## config.mk

```make
export PLATFORM = sky130hd
export DESIGN_NAME = sis_cell
export DESIGN_NICKNAME = d
export VERILOG_FILES = /design/src/rtl/core/sis_pkg.sv /design/src/rtl/core/sis_cell.sv
export SDC_FILE = /design/constraint.sdc
export NUM_CORES = 1
export LEC_CHECK = 0
export BUFFER_PORTS_ARGS = -buffer_cell sky130_fd_sc_hd__buf_2
export CORE_UTILIZATION = 39
export CTS_CLUSTER_DIAMETER = 50
export DETAILED_ROUTE_END_ITERATION = 12
export GPL_TIMING_DRIVEN = 0
export PLACE_DENSITY = 0.87
export SLEW_MARGIN = 10
export SYNTH_ARGS = -nofsm -noshare
export SYNTH_HDL_FRONTEND = slang
export SYNTH_SLANG_ARGS = --single-unit
```

## constraint.sdc

```tcl
create_clock -name clk -period 2.3 [get_ports clk]
set_input_delay 0.345 -clock clk [delete_from_list [all_inputs] [get_ports clk]]
set_output_delay 0.345 -clock clk [all_outputs]
set_load 0.02 [all_outputs]
```

## src/rtl/core/sis_pkg.sv

```systemverilog
// shared types and constants for the sorted integer set
package sis_pkg;

  localparam int ValueWidth = 32;
  localparam int OutWidth   = 7;

  localparam logic ACT_INSERT = 1'b0;
  localparam logic ACT_LOOKUP = 1'b1;

  // per-cycle controls broadcast to every cell of the chain
  typedef struct packed {
    logic compare;
    logic shift;
  } cell_ctrl_t;

endpackage

```

## src/rtl/core/sis_cell.sv

```systemverilog
// one cell of the sorted chain: holds one entry, compares and shifts
module sis_cell (
  input  logic                                  clk,
  input  logic                                  rst,
  input  sis_pkg::cell_ctrl_t                   ctrl,
  input  logic signed [sis_pkg::ValueWidth-1:0] cmp_value,
  input  logic signed [sis_pkg::ValueWidth-1:0] ins_value,
  input  logic signed [sis_pkg::ValueWidth-1:0] left_entry,
  input  logic                                  left_valid,
  input  logic                                  left_gt,
  output logic signed [sis_pkg::ValueWidth-1:0] entry,
  output logic                                  valid,
  output logic                                  gt,
  output logic                                  eq
);
  import sis_pkg::*;

  always_ff @(posedge clk) begin
    if (ctrl.compare) begin
      gt <= valid && (entry > cmp_value);
      eq <= valid && (entry == cmp_value);
    end
  end

  // cells above the insertion point keep, the boundary cell takes the new word,
  // cells below take their left neighbor
  always_ff @(posedge clk) begin
    if (ctrl.shift && !gt) begin
      if (left_gt) begin
        entry <= ins_value;
      end else begin
        entry <= left_entry;
      end
    end
  end

  always_ff @(posedge clk) begin
    if (rst) begin
      valid <= 1'b0;
    end else if (ctrl.shift && !gt) begin
      valid <= left_gt ? 1'b1 : left_valid;
    end
  end

endmodule

```

==> results.json <==
{
  "outcome": "completed",
  "rsz0062_at_grt": "no",
  "synth_top_cell_area_share": 0.449,
  "ys_ff_latch": 35,
  "dp_hpwl_um": 4400,
  "dr_total_vias": 1982,
  "async_flop_share": 0,
  "die_w_um": 78.4,
  "hold_ws_ns": 0.212,
  "seqPwrFrac": 0.487,
  "p_clk_frac": 0.267,
  "htreeDepth": 2,
  "placed_area_um2": 3080,
  "synth_fp_nets": 326,
  "grt_usage": 0.171,
  "r2r_cells": 7,
  "final_cell_count_no_fill": 408,
  "min_period_over_period": 0.939,
  "cp_slowest_stage_delay_ns": 0.39,
  "overflow": 0,
  "drt-pass1-iter-count": 4,
  "cp_slowest_cell": "edfxtp_1",
  "critPathLaunchType": "flop",
  "wire_per_inst_um": 12.7,
  "crit_type": "flop to flop",
  "end_kind": "flop",
  "synthDistinctLibCells": 28,
  "grt_antenna_before_repair": 0,
  "syn_to_final_growth_pct": 39.0,
  "max_freq_mhz": 463,
  "cp_max_fo": 2,
  "report.final.slew_viol_count": 0,
  "initial_core_util": 0.408,
  "synth_edf_count": 34,
  "drive_gt1_frac": 0.470,
  "p_switching_mw": 0.433,
  "wl_met1_um": 2060,
  "clkLatencyLatePin_ns": 0.28,
  "vdd_drop_max_mv": 0.319,
  "gp_congestion": 0.777,
  "p_leak_nw": 1.60,
  "fin_crit_ns": 2.16,
  "internal_power_mw": 1.16,
  "io_buffer_count": 135,
  "hold_buffers": 0,
  "p_per_area_nw_per_um2": 504,
  "row_count": 27,
  "drt-total-wl_um": 5200,
  "tritoncts": "done",
  "dieArea_um2": 6140,
  "clk_pin_slew_ns": 0.06,
  "post-cts-setup-buffers": 0,
  "grt_first_pass_wirelength_um": 8060,
  "seq_area_frac_synth": 0.457,
  "wl_met2_um": 2700,
  "finalSetupTns_ns": 0,
  "final_nets": 469,
  "cp_data_required_time_ns": 2.33,
  "clockBufferDepth": 2,
  "viasPerCell": 4.86,
  "coreArea_um2": 5570,
  "avgSynthCellArea_um2": 11.9,
  "drtIter0Drc": 54,
  "finalSetupViolations": 0,
  "max_slew_margin": 0.603,
  "ios": 137,
  "cts_root_buf": "clkbuf_8",
  "worstMarginPinSlew_ns": 0.595,
  "hold_viol": 0,
  "ant_nets": 0,
  "highest_layer": "met4",
  "yosys_warnings": 0,
  "dp_cells": 400,
  "cts.sinks": 35,
  "synthesis.area_um2": 2280,
  "cap_violations": 0,
  "wl_met3_um": 338,
  "switching_share": 0.272,
  "drcViolationCount": 0,
  "p_comb_frac": 0.246,
  "hold_path_class": "primary input to flop",
  "fin_skew_ns": 0.00475,
  "holdPathStages": 2,
  "design_area_um2": 3160,
  "numCtsBuffers": 5,
  "crit_chain": "ha_1, a21oi_2, o21ai_1, a221o_1, a2111oi_2, nand2_1, mux2i_1",
  "cp_data_arrival_time_ns": 2.19,
  "synth_area_leaders": "edfxtp_1, ha_1, mux2_1, mux2_2, inv_1",
  "synthCells": 192,
  "fp.dieH_um": 78.4,
  "grt_max_degree": 19,
  "yosysTopAreaCell": "edfxtp_1",
  "synth_ff_type": "edfxtp_1",
  "grt_pass1_vias": 1914,
  "n_antenna_cell": 0
}
## synthesized netlist by cell type (3+ instances only)
cell / count
nor2_1: 6
edfxtp_1: 34
ha_1: 32
inv_1: 33
mux2_2: 12
nand2_1: 7
nor2b_1: 3
a21o_1: 3
a21oi_1: 10
clkbuf_1: 4
nand3_1: 6
nand4_1: 4
mux2_1: 20
## placed cells by master, fill, tap and decap left out, drive strengths merged
| master | count |
|---|---|
| o31ai | 1 |
| ha | 32 |
| o21ai | 2 |
| nor4 | 1 |
| nor2b | 3 |
| and3 | 1 |
| nand3b | 1 |
| buf | 136 |
| o211ai | 1 |
| a21o | 3 |
| a21oi | 12 |
| a211oi | 1 |
| nor2 | 6 |
| nand3 | 6 |
| and4 | 2 |
| mux2 | 32 |
| clkbuf | 12 |
| nand4 | 4 |
| dfxtp | 1 |
| a2111oi | 1 |
| mux2i | 1 |
| a221o | 2 |
| inv | 33 |
| nand2 | 7 |
| a21boi | 1 |
| edfxtp | 34 |
## timing repair
action / in CTS / in global routing
resized for setup: 0 / 1
endpoints found under the hold margin: 0 / 0
endpoints found under the setup margin: 0 / 1
## logic make-up after synthesis
group / Yosys count / share of synthesized area
buffers and inverters: 37 / 0.0610
AO/OA/AOI/OAI: 24 / 0.0726
multiplexers: 33 / 0.163
adder cells (fa/ha/maj): 32 / 0.176
flip-flops: 35 / 0.457
AND/OR/NAND/NOR: 31 / 0.0704
## metrics by stage
stage | utilization | setup WS [ns] | power (mW)
CTS | 0.566 | 0.0967 | 1.61
finish | 0.567 | 0.139 | 1.59
detailed placement | 0.552 | 0.0431 | 1.19
global route | 0.567 | 0.0284 | 1.68
global placement | 0.546 | 0.0601 | 1.16
floorplan | - | 0.148 | 1.01
## final timing paths
kind | startpoint | end | slack (ns)
worst max-delay path | entry[17] | gt | 0.14
worst min-delay path | rst | valid | 0.21
worst max register to register | entry[17] | gt | 0.14
worst min register to register | valid | valid | 0.55
## power groups by stage
| stage | clock network (mW) | logic (mW) | registers [mW] |
|---|---|---|---|
| 2_1_floorplan | 0 | 0.173 | 0.838 |
| 3_3_place_gp | 0 | 0.371 | 0.788 |
| 3_5_place_dp | 0 | 0.396 | 0.790 |
| 4_1_cts | 0.439 | 0.399 | 0.776 |
| 5_1_grt | 0.459 | 0.437 | 0.780 |
| 6_report | 0.425 | 0.393 | 0.776 |
## state kept, by name (all words and copies together) (netlist names)
register	flops
entry	32
eq	1
gt	1
valid	1
## metal layers
metal,GRT usage,up-vias
li1,-,981
met1,0.183,906
met3,0.0477,10
met2,0.320,85
met4,0.0593,0
met5,0,-
## cell type report
type	instances	area, um^2
Multi-Input combinational cell	120	1110
Timing Repair Buffer	136	703
Sequential cell	35	1040
Tap cell	72	90.1
Buffer	4	15.0
Fill cell	495	2410
Inverter	33	124
Clock buffer	8	80.1
## worst max-delay path: cells and delay by family, from the launching register on
kind            cells  cell delay (ns)
fa+ha+maj           1             0.32
simple gates        1             0.11
flops               1             0.39
compound gates      4             0.96
mux                 1             0.14
Note: power is estimated with default switching activity, not from simulation.
